### src/fre_pkg.sv
`timescale 1ns / 1ps
// ----------------------------------------------------------------------------
// fre_pkg: shared constants and types for the frame rate estimator
// Ring geometry, field widths, register indexes and the divider request.
// ----------------------------------------------------------------------------
package fre_pkg;

    localparam int WINDOW   = 8;                      // ring entries, 3..64
    localparam int AW       = $clog2(WINDOW);         // ring address width
    localparam int CW       = $clog2(WINDOW + 1);     // count of entries 0..WINDOW
    localparam int FACTOR_W = 8;
    localparam int RATE_W   = 8;
    localparam int SUM_W    = FACTOR_W + CW;          // holds sum + count/2
    localparam int DIV_W    = SUM_W;                  // divider dividend width
    localparam int DVS_W    = FACTOR_W;               // divider divisor width
    localparam int CMP_W    = 8;                      // width for count compare

    localparam int CFG_IDX_W  = 2;
    localparam int CFG_DATA_W = 8;
    localparam int MIN_W      = 4;

    localparam logic [CFG_IDX_W-1:0] CFG_LEGACY_MODE = 2'd0;
    localparam logic [CFG_IDX_W-1:0] CFG_FULL_RATE   = 2'd1;
    localparam logic [CFG_IDX_W-1:0] CFG_MIN_SAMPLES = 2'd2;

    localparam logic [RATE_W-1:0] FULL_RATE_RESET   = 8'd60;
    localparam logic [MIN_W-1:0]  MIN_SAMPLES_RESET = 4'd4;

    typedef struct packed {
        logic             start;
        logic [DIV_W-1:0] dividend;
        logic [DVS_W-1:0] divisor;
    } div_req_t;

endpackage

### src/frame_rate_estimator.sv
`timescale 1ns / 1ps
// ----------------------------------------------------------------------------
// frame_rate_estimator: windowed rounded-mean frame rate estimator
// Stores frame pacing factors in a ring memory and answers each one with
// a rate estimate and the factor used to form it.
// ----------------------------------------------------------------------------
// Usage:
//   s_* channel takes one word per frame: the pacing factor. m_* channel
//   returns one word per input: rate and the factor used (both 0 if unknown).
//   cfg_* channel writes legacy_mode (0), full_rate (1), min_samples (2);
//   other indexes are ignored. Write only while the block is idle.
//   One item is in flight at a time. Each item writes its factor into the
//   ring, then a sweep reads all WINDOW entries (one read a cycle, with a
//   registered read), then a shared restoring divider runs at most once
//   (legacy rule) or twice (mean rule). The sweep and the divider set the
//   time taken per item.
//   A finished word waits in the output register; the next item is accepted
//   meanwhile and its result is held back until m_tready takes the old word.
//   Reset clears the ring (per-entry valid bits), the cursor and the
//   registers to legacy_mode 0, full_rate 60, min_samples 4.
// ----------------------------------------------------------------------------
module frame_rate_estimator
(
    input  logic                             clk,
    input  logic                             rst_n,
    input  logic                             s_tvalid,
    output logic                             s_tready,
    input  logic [7:0]                       s_tdata,    // [7:0] factor
    output logic                             m_tvalid,
    input  logic                             m_tready,
    output logic [15:0]                      m_tdata,    // [7:0] rate, [15:8] mean_factor
    input  logic                             cfg_valid,
    output logic                             cfg_ready,
    input  logic [fre_pkg::CFG_IDX_W-1:0]    cfg_index,
    input  logic [fre_pkg::CFG_DATA_W-1:0]   cfg_data
);
    import fre_pkg::*;

    localparam logic [2:0] ST_IDLE  = 3'd0;
    localparam logic [2:0] ST_SWEEP = 3'd1;
    localparam logic [2:0] ST_CALC  = 3'd2;
    localparam logic [2:0] ST_DIV1  = 3'd3;
    localparam logic [2:0] ST_DIV2  = 3'd4;
    localparam logic [2:0] ST_DONE  = 3'd5;

    // configuration
    logic                legacy_mode_reg;
    logic [RATE_W-1:0]   full_rate_reg;
    logic [MIN_W-1:0]    min_samples_reg;

    // ring memory
    logic [FACTOR_W-1:0] ring_mem [WINDOW];
    logic [WINDOW-1:0]   ring_vld_reg;
    logic [FACTOR_W-1:0] rd_data_reg;
    logic                rd_vld_reg;
    logic [AW-1:0]       rd_addr_q_reg;
    logic                rd_pend_reg;

    // control
    logic [2:0]          state_reg;
    logic [2:0]          state_next;
    logic [AW-1:0]       cursor_reg;
    logic [AW-1:0]       cur_next;
    logic [AW-1:0]       idx_b_next;
    logic [AW-1:0]       idx_c_next;
    logic [AW-1:0]       idx_a_reg;
    logic [AW-1:0]       idx_b_reg;
    logic [AW-1:0]       idx_c_reg;
    logic [CW-1:0]       swp_cnt_reg;

    // datapath
    logic [SUM_W-1:0]    sum_reg;
    logic [CW-1:0]       cnt_reg;
    logic [FACTOR_W-1:0] a_reg;
    logic [FACTOR_W-1:0] b_reg;
    logic [FACTOR_W-1:0] c_reg;
    logic [FACTOR_W-1:0] used_reg;
    logic [RATE_W-1:0]   rate_reg;
    logic                m_tvalid_reg;
    logic [15:0]         m_tdata_reg;

    logic                in_acc;
    logic                issuing;
    logic [FACTOR_W-1:0] entry;
    logic                out_free;
    logic                legacy_hit;
    logic                mean_ok;
    div_req_t            div_req;
    logic                div_done;
    logic [DIV_W-1:0]    div_q;

    assign s_tready  = (state_reg == ST_IDLE);
    assign in_acc    = s_tvalid && s_tready;
    assign cfg_ready = 1'b1;
    assign issuing   = (state_reg == ST_SWEEP) && (swp_cnt_reg != CW'(WINDOW));
    assign entry     = rd_vld_reg ? rd_data_reg : '0;
    assign out_free  = !m_tvalid_reg || m_tready;

    assign cur_next   = (cursor_reg == AW'(WINDOW - 1)) ? '0 : cursor_reg + 1'b1;
    assign idx_b_next = (cur_next == '0) ? AW'(WINDOW - 1) : cur_next - 1'b1;
    assign idx_c_next = (idx_b_next == '0) ? AW'(WINDOW - 1) : idx_b_next - 1'b1;

    assign legacy_hit = (a_reg != '0) && (a_reg == b_reg) && (a_reg == c_reg);
    assign mean_ok    = (cnt_reg != '0) && (CMP_W'(cnt_reg) >= CMP_W'(min_samples_reg));

    // configuration registers
    always_ff @(posedge clk or negedge rst_n)
    begin
        if (!rst_n)
        begin
            legacy_mode_reg <= 1'b0;
            full_rate_reg   <= FULL_RATE_RESET;
            min_samples_reg <= MIN_SAMPLES_RESET;
        end
        else if (cfg_valid && cfg_ready)
        begin
            unique case (cfg_index)
                CFG_LEGACY_MODE: legacy_mode_reg <= cfg_data[0];
                CFG_FULL_RATE:   full_rate_reg   <= cfg_data[RATE_W-1:0];
                CFG_MIN_SAMPLES: min_samples_reg <= cfg_data[MIN_W-1:0];
                default:         ;
            endcase
        end
    end

    // ring memory: write on accept, read during the sweep
    always_ff @(posedge clk)
    begin
        if (in_acc)
        begin
            ring_mem[cur_next] <= s_tdata;
        end
        rd_data_reg   <= ring_mem[swp_cnt_reg[AW-1:0]];
        rd_addr_q_reg <= swp_cnt_reg[AW-1:0];
    end

    // unwritten entries read as zero
    always_ff @(posedge clk or negedge rst_n)
    begin
        if (!rst_n)
        begin
            ring_vld_reg <= '0;
            rd_vld_reg   <= 1'b0;
            rd_pend_reg  <= 1'b0;
        end
        else
        begin
            if (in_acc)
            begin
                ring_vld_reg[cur_next] <= 1'b1;
            end
            rd_vld_reg  <= ring_vld_reg[swp_cnt_reg[AW-1:0]];
            rd_pend_reg <= issuing;
        end
    end

    // sequencer
    always_comb
    begin
        state_next   = state_reg;
        div_req      = '0;
        unique case (state_reg)
            ST_IDLE:
            begin
                if (in_acc)
                begin
                    state_next = ST_SWEEP;
                end
            end
            ST_SWEEP:
            begin
                // last read word is folded in during this cycle
                if (!issuing)
                begin
                    state_next = ST_CALC;
                end
            end
            ST_CALC:
            begin
                if (legacy_mode_reg)
                begin
                    if (legacy_hit)
                    begin
                        div_req.start    = 1'b1;
                        div_req.dividend = DIV_W'(full_rate_reg);
                        div_req.divisor  = a_reg;
                        state_next       = ST_DIV2;
                    end
                    else
                    begin
                        state_next = ST_DONE;
                    end
                end
                else if (mean_ok)
                begin
                    div_req.start    = 1'b1;
                    div_req.dividend = sum_reg + SUM_W'(cnt_reg >> 1);
                    div_req.divisor  = DVS_W'(cnt_reg);
                    state_next       = ST_DIV1;
                end
                else
                begin
                    state_next = ST_DONE;
                end
            end
            ST_DIV1:
            begin
                if (div_done)
                begin
                    if (div_q[FACTOR_W-1:0] != '0)
                    begin
                        div_req.start    = 1'b1;
                        div_req.dividend = DIV_W'(full_rate_reg);
                        div_req.divisor  = div_q[FACTOR_W-1:0];
                        state_next       = ST_DIV2;
                    end
                    else
                    begin
                        state_next = ST_DONE;
                    end
                end
            end
            ST_DIV2:
            begin
                if (div_done)
                begin
                    state_next = ST_DONE;
                end
            end
            ST_DONE:
            begin
                if (out_free)
                begin
                    state_next = ST_IDLE;
                end
            end
            default:
            begin
                state_next = ST_IDLE;
            end
        endcase
    end

    always_ff @(posedge clk or negedge rst_n)
    begin
        if (!rst_n)
        begin
            state_reg    <= ST_IDLE;
            cursor_reg   <= '0;
            swp_cnt_reg  <= '0;
            m_tvalid_reg <= 1'b0;
        end
        else
        begin
            state_reg <= state_next;
            if (in_acc)
            begin
                cursor_reg  <= cur_next;
                swp_cnt_reg <= '0;
            end
            else if (issuing)
            begin
                swp_cnt_reg <= swp_cnt_reg + 1'b1;
            end

            if (state_reg == ST_DONE && out_free)
            begin
                m_tvalid_reg <= 1'b1;
            end
            else if (m_tready)
            begin
                m_tvalid_reg <= 1'b0;
            end
        end
    end

    // accumulation and result capture
    always_ff @(posedge clk)
    begin
        if (in_acc)
        begin
            sum_reg   <= '0;
            cnt_reg   <= '0;
            idx_a_reg <= cur_next;
            idx_b_reg <= idx_b_next;
            idx_c_reg <= idx_c_next;
            used_reg  <= '0;
            rate_reg  <= '0;
        end
        else if (rd_pend_reg)
        begin
            if (entry != '0)
            begin
                sum_reg <= sum_reg + SUM_W'(entry);
                cnt_reg <= cnt_reg + 1'b1;
            end
            if (rd_addr_q_reg == idx_a_reg)
            begin
                a_reg <= entry;
            end
            if (rd_addr_q_reg == idx_b_reg)
            begin
                b_reg <= entry;
            end
            if (rd_addr_q_reg == idx_c_reg)
            begin
                c_reg <= entry;
            end
        end

        if (state_reg == ST_CALC && legacy_mode_reg && legacy_hit)
        begin
            used_reg <= a_reg;
        end
        if (state_reg == ST_DIV1 && div_done)
        begin
            used_reg <= div_q[FACTOR_W-1:0];
        end
        if (state_reg == ST_DIV2 && div_done)
        begin
            rate_reg <= div_q[RATE_W-1:0];
        end

        if (state_reg == ST_DONE && out_free)
        begin
            m_tdata_reg <= {used_reg, rate_reg};
        end
    end

    fre_div u_div
    (
        .clk      (clk),
        .rst_n    (rst_n),
        .req      (div_req),
        .done     (div_done),
        .quotient (div_q)
    );

    assign m_tvalid = m_tvalid_reg;
    assign m_tdata  = m_tdata_reg;

endmodule

### src/fre_div.sv
`timescale 1ns / 1ps
// ----------------------------------------------------------------------------
// fre_div: restoring divider, one quotient bit per cycle
// Shared by the rounded-mean division and the rate division.
// ----------------------------------------------------------------------------
module fre_div
(
    input  logic                    clk,
    input  logic                    rst_n,
    input  fre_pkg::div_req_t       req,
    output logic                    done,
    output logic [fre_pkg::DIV_W-1:0] quotient
);
    import fre_pkg::*;

    localparam int ITER_W = $clog2(DIV_W);

    logic [DIV_W-1:0]  dq_reg;
    logic [DVS_W-1:0]  rem_reg;
    logic [DVS_W-1:0]  dvs_reg;
    logic [ITER_W-1:0] iter_reg;
    logic              busy_reg;
    logic              done_reg;

    logic [DVS_W:0]    shifted;
    logic [DVS_W:0]    diff;
    logic              ge;

    assign shifted = {rem_reg, dq_reg[DIV_W-1]};
    assign diff    = shifted - {1'b0, dvs_reg};
    assign ge      = (shifted >= {1'b0, dvs_reg});

    always_ff @(posedge clk or negedge rst_n)
    begin
        if (!rst_n)
        begin
            busy_reg <= 1'b0;
            done_reg <= 1'b0;
        end
        else
        begin
            done_reg <= 1'b0;
            if (req.start)
            begin
                busy_reg <= 1'b1;
            end
            else if (busy_reg && iter_reg == '0)
            begin
                busy_reg <= 1'b0;
                done_reg <= 1'b1;
            end
        end
    end

    always_ff @(posedge clk)
    begin
        if (req.start)
        begin
            dq_reg   <= req.dividend;
            dvs_reg  <= req.divisor;
            rem_reg  <= '0;
            iter_reg <= ITER_W'(DIV_W - 1);
        end
        else if (busy_reg)
        begin
            rem_reg  <= ge ? diff[DVS_W-1:0] : shifted[DVS_W-1:0];
            dq_reg   <= {dq_reg[DIV_W-2:0], ge};
            iter_reg <= iter_reg - 1'b1;
        end
    end

    assign done     = done_reg;
    assign quotient = dq_reg;

endmodule
### config.mk
export PLATFORM = sky130hd
export DESIGN_NAME = frame_rate_estimator
export DESIGN_NICKNAME = d
export VERILOG_FILES = /design/src/fre_pkg.sv /design/src/frame_rate_estimator.sv /design/src/fre_div.sv
export SDC_FILE = /design/constraint.sdc
export NUM_CORES = 1
export LEC_CHECK = 0
export BUFFER_PORTS_ARGS = -buffer_cell sky130_fd_sc_hd__buf_2
export CAP_MARGIN = 25
export CORE_UTILIZATION = 25
export CTS_CLUSTER_SIZE = 12
export DETAILED_ROUTE_END_ITERATION = 8
export PLACE_DENSITY = 0.39
export SLEW_MARGIN = 20
export SYNTH_ARGS = -nofsm -noshare
export SYNTH_HDL_FRONTEND = slang
export SYNTH_HIERARCHICAL = 1
export SYNTH_SLANG_ARGS = --single-unit
### constraint.sdc
create_clock -name clk -period 3.23 [get_ports clk]
set_input_delay 0.323 -clock clk [delete_from_list [all_inputs] [get_ports clk]]
set_output_delay 0.323 -clock clk [all_outputs]
set_load 0.02 [all_outputs]
======== Word level (Yosys, flattened, before mapping) ========
Memories as Yosys holds them, arrays and structs flattened. A register that Yosys moved wholly into a read port is not among the register bits.
Cells that the tools add are included.
cells by class
  $add $sub $neg .......................... 9
  multiplexer cells ....................... 40
  eq/ne operators ......................... 19
  reduce and logical (&&, ||, !) cells .... 37
  $lt $le $gt $ge ......................... 5
  bitwise logic cells ..................... 2
operator list
  kind                                                                   count
  21-bit 2-to-1 mux                                                      5
  8-bit 2-to-1 mux                                                       6
  21-bit case mux with 2 select lines                                    1
  3-bit 2-to-1 mux                                                       9
  12-bit 2-to-1 mux                                                      2
  8-bit nonzero test                                                     3
  3-bit case mux with 6 select lines                                     1
  8-bit equality test                                                    2
  12-bit by 3-bit adder with 12-bit output                               1
  12-bit by 8-bit adder with 12-bit output                               1
  1-bit logical AND                                                      12
  1-bit 2-to-1 mux                                                       12
  2-bit nonzero test                                                     5
  3-bit equality test                                                    3
  3-bit equality test (second input constant)                            3
  9-bit by 8-bit >= comparator with 1-bit output                         1
  3-bit logical NOT                                                      3
  3-bit AND reduction                                                    3
  4-bit by 1-bit adder with 4-bit output (second input constant)         2
  3-bit by 4-bit < comparator with 1-bit output (second input constant)  2
  4-bit 2-to-1 mux                                                       2
  8-bit OR                                                               1
  2-bit AND reduction                                                    4
  8-bit subtractor                                                       1
  22 further kinds                                                       27
word-level totals
  word-level logic and storage cells ...... 141
  memories kept ........................... 1
  flip-flop bits (word level) ............. 152
  memory bits (writable) .................. 64
  input bits .............................. 23
memory list
  memory    words  width  read ports  clocked after Yosys merged registers in  write ports  RTL line                    text
  ring_mem  8      8      1           1                                        1            frame_rate_estimator.sv:52  logic [FACTOR_W-1:0] ring_mem [WINDOW];

======== Longest topological paths before layout ========
Gate-level depths: netlist (run 1).
  word-level depth ........................ 7
  depth in mapped cells ................... 12
  depth with buffers taken out ............ 11

======== Cells and area by module ========
Netlist (run 1), hierarchy kept.
modules (own cells, without submodules)
  module                area each (um^2)  times used  cells each  seq. area each (um^2)
  frame_rate_estimator  8,559.5           1           636         5,271.3
  fre_div               1,805.5           1           165         890.9

======== Least setup slack after synthesis (run 1) ========
No wires, ideal clock.
  path kind ............................... register -> register
  from .................................... register a_reg[5]
  to ...................................... register u_div.dq_reg[10] (netlist: u_div/quotient[10]) (data pin)
  period minus slack after synthesis ...... 3.084 ns
  cell stages (with the launch flop) ...... 10
  library setup time ...................... 0.260 ns
  buffers on the path ..................... 3
  path slack .............................. 0.146 ns
  data required time ...................... 2.970 ns
  data arrival time ....................... 2.824 ns
  path through ............................ edfxtp_1 -> nor3_1 -> o2111ai_1 -> nor4_4 -> nand4_4 -> buf_6 -> nand3_1 -> clkbuf_1 -> clkbuf_1 -> mux2_2
RTL lines
  what                      RTL line                     text
  start: declaration        frame_rate_estimator.sv:74   logic [FACTOR_W-1:0] a_reg;
  start signal: assignment  frame_rate_estimator.sv:299  a_reg <= entry;
  end signal: assignment    fre_div.sv:59                dq_reg <= req.dividend;
  end signal: assignment    fre_div.sv:67                dq_reg <= {dq_reg[DIV_W-2:0], ge};
  end: declaration          fre_div.sv:18                logic [DIV_W-1:0] dq_reg;

==> results of run 1 <==
## power by group
part,switching [W],internal (W)
sequential,0.000490,0.00390
combinational,0.00197,0.00149
clock,0.00118,0.00175
## metal layers
metal | track usage (%) | vias up
met2 | 20.7 | 88
met4 | 3.76 | 0
met5 | 0 | -
li1 | - | 3152
met3 | 2.07 | 43
met1 | 15.6 | 3063
## kinds of logic after synthesis
family,count (synthesis)
xor gates and xnor gates,41
buffers and inverters,73
AOI/OAI and AO/OA,130
adders and majority gates,40
muxes,54
DFF,224
other,1
and+or+nand+nor,238
## worst reg2reg max path, delay by kind of cell, from the launching register on
family	cells	cell delay, ps
simple gates	6	1250
flops	1	530
compound gates	2	420
fa+ha+maj	1	310
buf+inv	2	210
## repair_timing
item | 4_1_cts | 5_1_grt
endpoints found under the setup margin | 0 | 0
hold endpoints to repair | 27 | 0
resized for setup | 0 | 0
hold buffers | 5 | 0
## cell type report
cell class                 instances  share of cell area (%)
clock buffer                      38                    6.01
clock inverter                    12                   0.990
inverter                          49                    1.50
multi-input combinational        504                    31.7
sequential                       224                    50.3
tap                              532                    5.43
timing repair buffer              77                    4.10
## worst max-delay path by stage
stage / start / endpoint / slack, ps / depth (start not counted)
6_report: min_samples_reg[2] / u_div/busy_reg / 400 / 11
2_1_floorplan: a_reg[5] / u_div/quotient[10] / 150 / 9
3_5_place_dp: min_samples_reg[2] / u_div/busy_reg / 360 / 11
4_1_cts: min_samples_reg[2] / u_div/busy_reg / 360 / 11
3_3_place_gp: min_samples_reg[2] / u_div/busy_reg / 390 / 11
5_1_grt: min_samples_reg[2] / u_div/busy_reg / 140 / 11
## through the flow
step	utilization (%)	setup slack (ps)
finish	30.0	396
global route	30.0	137
CTS	30.0	357
detailed placement	27.8	361
global placement	27.8	391
floorplan	-	146
## cells in the final DEF, fill, tap and decap left out, types with 5 or more instances in the layout
cell,Yosys,routed
o21ai_0,27,27
buf_4,5,31
nand3_1,10,10
o21ai_2,9,9
dfxtp_1,39,39
clkbuf_1,11,9
a311oi_1,5,5
o31ai_1,5,5
xor2_1,18,18
edfxtp_1,149,149
nand2_1,67,67
nor3b_1,6,6
inv_1,49,49
and3_1,14,14
or2_2,10,10
nand4_1,6,6
a21o_1,5,5
a31oi_1,7,7
nor2_1,41,41
mux2_2,33,33
dlygate4sd3_1,0,5
buf_2,6,40
dfstp_2,5,5
a211oi_1,9,9
xnor2_1,23,23
a21oi_1,16,16
nor2b_1,8,8
mux4_2,18,18
clkbuf_16,0,27
a32oi_1,7,7
and2_1,20,20
nor3_1,13,13
nand2b_1,17,17
dfrtp_1,31,31
o211ai_1,5,5
nor4_1,11,11
ha_1,37,37
==> results.toml, run 1 <==
[timing]
finalCritPeriodShare_pct = 87.7
skew_ps = 7.50
worst_pin_slew_ps = 800
finalSetupViolCount = 0
rsz0062_at_grt = "false"
relSlewSlack_pct = 46.2
clock.fmax_mhz = 353
holdWs_ps = 35.4
tns_ps = 0
final_max_slew_viol_count = 0
finalHoldViolCount = 0
period_needed_ps = 2830

[worst_hold_path]
hold_class = "input pin to register"
min_from = "cfg_data[1]"
min_path_cells = 2
whs_endpoint = "min_samples_reg[1]"

[critical_path]
crit_buf_inv = 2
crit_path_start_kind = "register"
cp_common_cell = "nor2_1"
cp.arrival_ps = 3250
slowest_stage = "dfstp_2"
critical_path_required_ps = 3650
timing.rr.end = "u_div/busy_reg"
crit_chain = "inv_1 -> ha_1 -> a21o_1 -> a311oi_1 -> buf_4 -> nor2_1 -> nand2_1 -> nand3_1 -> nand2b_1 -> nor4b_1 -> nor2_1"
end_kind = "register"
cp_max_fo = 8
r2r_slack_ps = 400
r2r_cells = 11
path_class = "register to register"
cpPeakStageDelay_ps = 530
critPathTopFamily = "simple AND/OR/NAND/NOR gates"
r2r_start = "min_samples_reg[2]"

[clocking]
cts-root-buf = "clkbuf_16"
cts_buffer_depth = 3
htreeDepth = 1
cts_setup_buffers = 0
cts.sinks = 224
cts_tree = "yes"
path_clk_slew_ps = 60
insertion_delay_ps = 540
numCtsBuffers = 27

[die]
start_util_pct = 25.4
die_w_um = 206
rows = 74
die_area_mm2 = 0.0423
core-area_mm2 = 0.0408
die_y_um = 206
ios = 42

[placed_design]
place_area_mm2 = 0.0114
gp_congestion = 0.758
io_buffers = 40
dp.cells = 1381
dp.final_hpwl_mm = 17.2

[route]
detail_route.wl_per_cell_um = 17.0
ant_nets = 0
dr.pass1.iters = 4
vias = 6346
top_layer_used = "met4"
drc = 0
vias_per_cell = 4.42
wl_met2_mm = 11.8
drt_iter0_markers = 364
wl_met3_um = 785
drt-met1-wl_mm = 11.1
wl_mm = 24.4

[logic_synthesis]
yosysSeqAreaShare_pct = 59.5
synth.net_count = 864
synthCells = 801
ys_ff_latch = 224
synth_common_cells = "149 x edfxtp_1, 67 x nand2_1, 49 x inv_1"
synthArstFlopShare_pct = 16.1
yosys.area_share.simple_pct = 12.0
syn_area_mm2 = 0.0104
synth_compound_area_share_pct = 9.16
synthMuxAreaShare_pct = 7.79
synth_area_leader_cell = "edfxtp_1"
synth-main-ff-cell = "edfxtp_1"
synth_warnings = 6
yosysTopAreaCellShare_pct = 43.2
synth_edf_count = 149
synthAdderAreaFrac_pct = 5.05
synth_top_family_by_area = "simple AND/OR/NAND/NOR gates"
avgSynthCellArea_um2 = 12.9
yosysMostFrequentCell = "edfxtp_1"
yosys-top-cells-area = "edfxtp_1 43%, dfxtp_1 7.5%, dfrtp_1 7.5%"
synth-xor-area-share_pct = 3.46
synth_cell_types = 66

[global_routing]
grt_max_degree = 25
antenna_found_initial = 0
grt_usage_pct = 12.2
grt_pass1_wl_mm = 39.2
grt-ovfl-total = 0
grt_pass1_vias = 6661

[job]
drv.max_cap_violation_count = 0

[power]
cellLeakagePower_nw = 4.57
power_per_cell_area_mw_per_mm2 = 878
total_power_w = 0.0108
ir_drop_mv = 0.417

[layout]
largest_reg_flops = 64
area_delta_synth_final_pct = 18.3
fillers = 4155
nets = 946
ff_latch_area_mm2 = 0.00616
multi_input_area_mm2 = 0.00389
final_cells = 1436
drive_above_1_share_pct = 21.6
stdcell_area_mm2 = 0.0123
num_antenna_cells = 0

[outcome]
outcome = "finished, final reports clean"
Note: power is estimated with default switching activity, not from simulation.
==> run 2: changes to the inputs <==
- CTS_BUF_LIST: not set -> sky130_fd_sc_hd__clkbuf_2
- CTS_CLUSTER_DIAMETER: not set -> 100
==> run 2 against run 1 <==
- via count up 1.0%
- cell count increased by 0.84%
- first-iteration DRC count is 18% higher
- die area is the same
- combinational power up 1%
- power decreased by 15%
- maximum frequency rose by 1.2%
- clock skew up 83 ps
- global-route usage is 0.092 points higher
- sequential share of layout area up 1.7 points
- critical path type unchanged
==> results.toml, run 2 (synthesis results as in run 1) <==
[layout]
final_common_cell = "edfxtp_1"
final_cell_mix = "149 x edfxtp_1, 67 x nand2_1, 49 x inv_1"
stdcell_area_mm2 = 0.0119
nets = 963
largest_reg_flops = 64
drive_above_1_share_pct = 21.3
area_delta_synth_final_pct = 14.4

[placed_design]
dp.final_hpwl_mm = 17.2
io_buffers = 40
gp_congestion = 0.758
place_area_mm2 = 0.0114

[critical_path]
r2r_cells = 10
cp_max_fo = 21
slowest_stage = "dfstp_2"
crit_cells = 10
critical_path_required_ps = 3880
crit_path_start_kind = "register"
cp.arrival_ps = 3450
critPathTopFamily = "simple AND/OR/NAND/NOR gates"
path_class = "register to register"
end_kind = "register"
crit_buf_inv = 3
crit_chain = "inv_1 -> ha_1 -> a21o_1 -> a311oi_1 -> buf_4 -> nor2_1 -> nand2_1 -> nand3_1 -> buf_4 -> mux2_2"
cpPeakStageDelay_ps = 580
cp_common_cell = "buf_4"

[clocking]
path_clk_slew_ps = 240
numCtsBuffers = 22
cts_buffer_depth = 3
insertion_delay_ps = 920
cts-root-buf = "clkbuf_2"
cts_tree = "yes"
cts.sinks = 224
htreeDepth = 1
cts_resized = 0
cts_setup_buffers = 0

[power]
internal_power_w = 0.00576
p_sw_share_pct = 37.3
cellLeakagePower_nw = 4.42
p_comb_share_pct = 38.0
switchingPower_w = 0.00342
power_per_cell_area_mw_per_mm2 = 775
pwr-share-seq_pct = 47.5
power.share.clock_pct = 14.5
ir_drop_mv = 0.295

[die]
core-area_mm2 = 0.0408
rows = 74
die_y_um = 206
die_area_mm2 = 0.0423
start_util_pct = 25.4
die_w_um = 206
ios = 42

[timing]
worst_pin_slew_ps = 798
period_needed_ps = 2800
finalCritPeriodShare_pct = 86.7
clock.fmax_mhz = 357
rsz0062_at_grt = "false"
final_max_slew_viol_count = 0
tns_ps = 0
relSlewSlack_pct = 46.4
finalSetupViolCount = 0
skew_ps = 90.8
finalHoldViolCount = 0

[route]
drt_iter0_markers = 430
vias = 6412
vias_per_cell = 4.43
ant_nets = 0
dr.pass1.iters = 4
detail_route.wl_per_cell_um = 17.1
drc = 0
wl_mm = 24.7

[global_routing]
grt_max_degree = 24
grt-ovfl-total = 0
grt_usage_pct = 12.3
grt_pass1_wl_mm = 39.5
antenna_found_initial = 1
grt_pass1_vias = 6694

[worst_hold_path]
hold_class = "input pin to register"
min_path_cells = 2

[outcome]
outcome = "finished, final reports clean"

[job]
drv.max_cap_violation_count = 0
[run 2: changes by cell type in the layout (fill, tap and decap cells not counted), moves of 2 or more]
| cell | before | now |
|---|---|---|
| clkbuf_16 | 27 | 0 |
| dlygate4sd3_1 | 5 | 26 |
| clkinv_2 | 4 | 0 |
| clkbuf_8 | 2 | 0 |
| clkbuf_2 | 0 | 37 |
| clkinv_4 | 2 | 0 |
| clkbuf_1 | 9 | 0 |
[run 2: path summary, 6_finish.rpt]
check,startpoint,end,slack (ps)
max reg2reg,min_samples_reg[2],u_div/quotient[5],430
min in group asynchronous,rst_n,cursor_reg[2],530
max in group asynchronous,rst_n,min_samples_reg[2],2350
min,s_tdata[1],ring_mem[1][1],210
max,min_samples_reg[2],u_div/quotient[5],430
min reg2reg,used_reg[6],m_tdata[14],450
[run 2: metrics by stage]
step | setup WS [ps] | instances | utilization, % | hold WS (ps) | power [W]
4_1_cts | 394 | 1447 | 29.0 | 86.6 | 0.00938
5_1_grt | 192 | 1448 | 29.0 | 106 | 0.00994
3_5_place_dp | 361 | 1381 | 27.8 | 405 | 0.00795
3_3_place_gp | 391 | 1381 | 27.8 | 403 | 0.00797
6_report | 430 | 1448 | 29.0 | 210 | 0.00919
2_1_floorplan | 146 | 801 | - | 27.4 | 0.00681
[run 2: power by group through the flow]
stage               sequential (W)  clock [W]  combinational (W)
finish                     0.00437    0.00133            0.00349
global route               0.00448    0.00153            0.00393
CTS                        0.00439    0.00144            0.00355
detailed placement         0.00446          0            0.00349
global placement           0.00446          0            0.00351
floorplan                  0.00427          0            0.00253
[run 2: area by class of cell]
type                       count  area (um2)
fill                        4210       29000
sequential                   224        6160
multi-input combinational    504        3890
timing repair buffer          99         733
tap                          532         666
clock buffer                  37         185
inverter                      49         184
clock inverter                 2        33.8
antenna                        1        2.50
[run 2: layer usage]
metal	vias up	track usage [%]	part of all wire [%]
li1	3182	-	-
met1	3089	15.8	46
met2	103	21.1	48
met3	38	1.85	3.2
met4	0	3.44	2.5
met5	-	0	0
[run 2: worst reg2reg max path, cell delays in order (launching register included)]
cell and delay [ps]:
dfstp_2 580, inv_1 40, ha_1 300, a21o_1 130, a311oi_1 50, buf_4 150
nor2_1 250, nand2_1 140, nand3_1 250, buf_4 350, mux2_2 370
[run 2: repair_timing]
action                                 in CTS  in global routing
hold buffers                               27                  0
setup endpoints to repair                   0                  0
endpoints found under the hold margin     118                  0
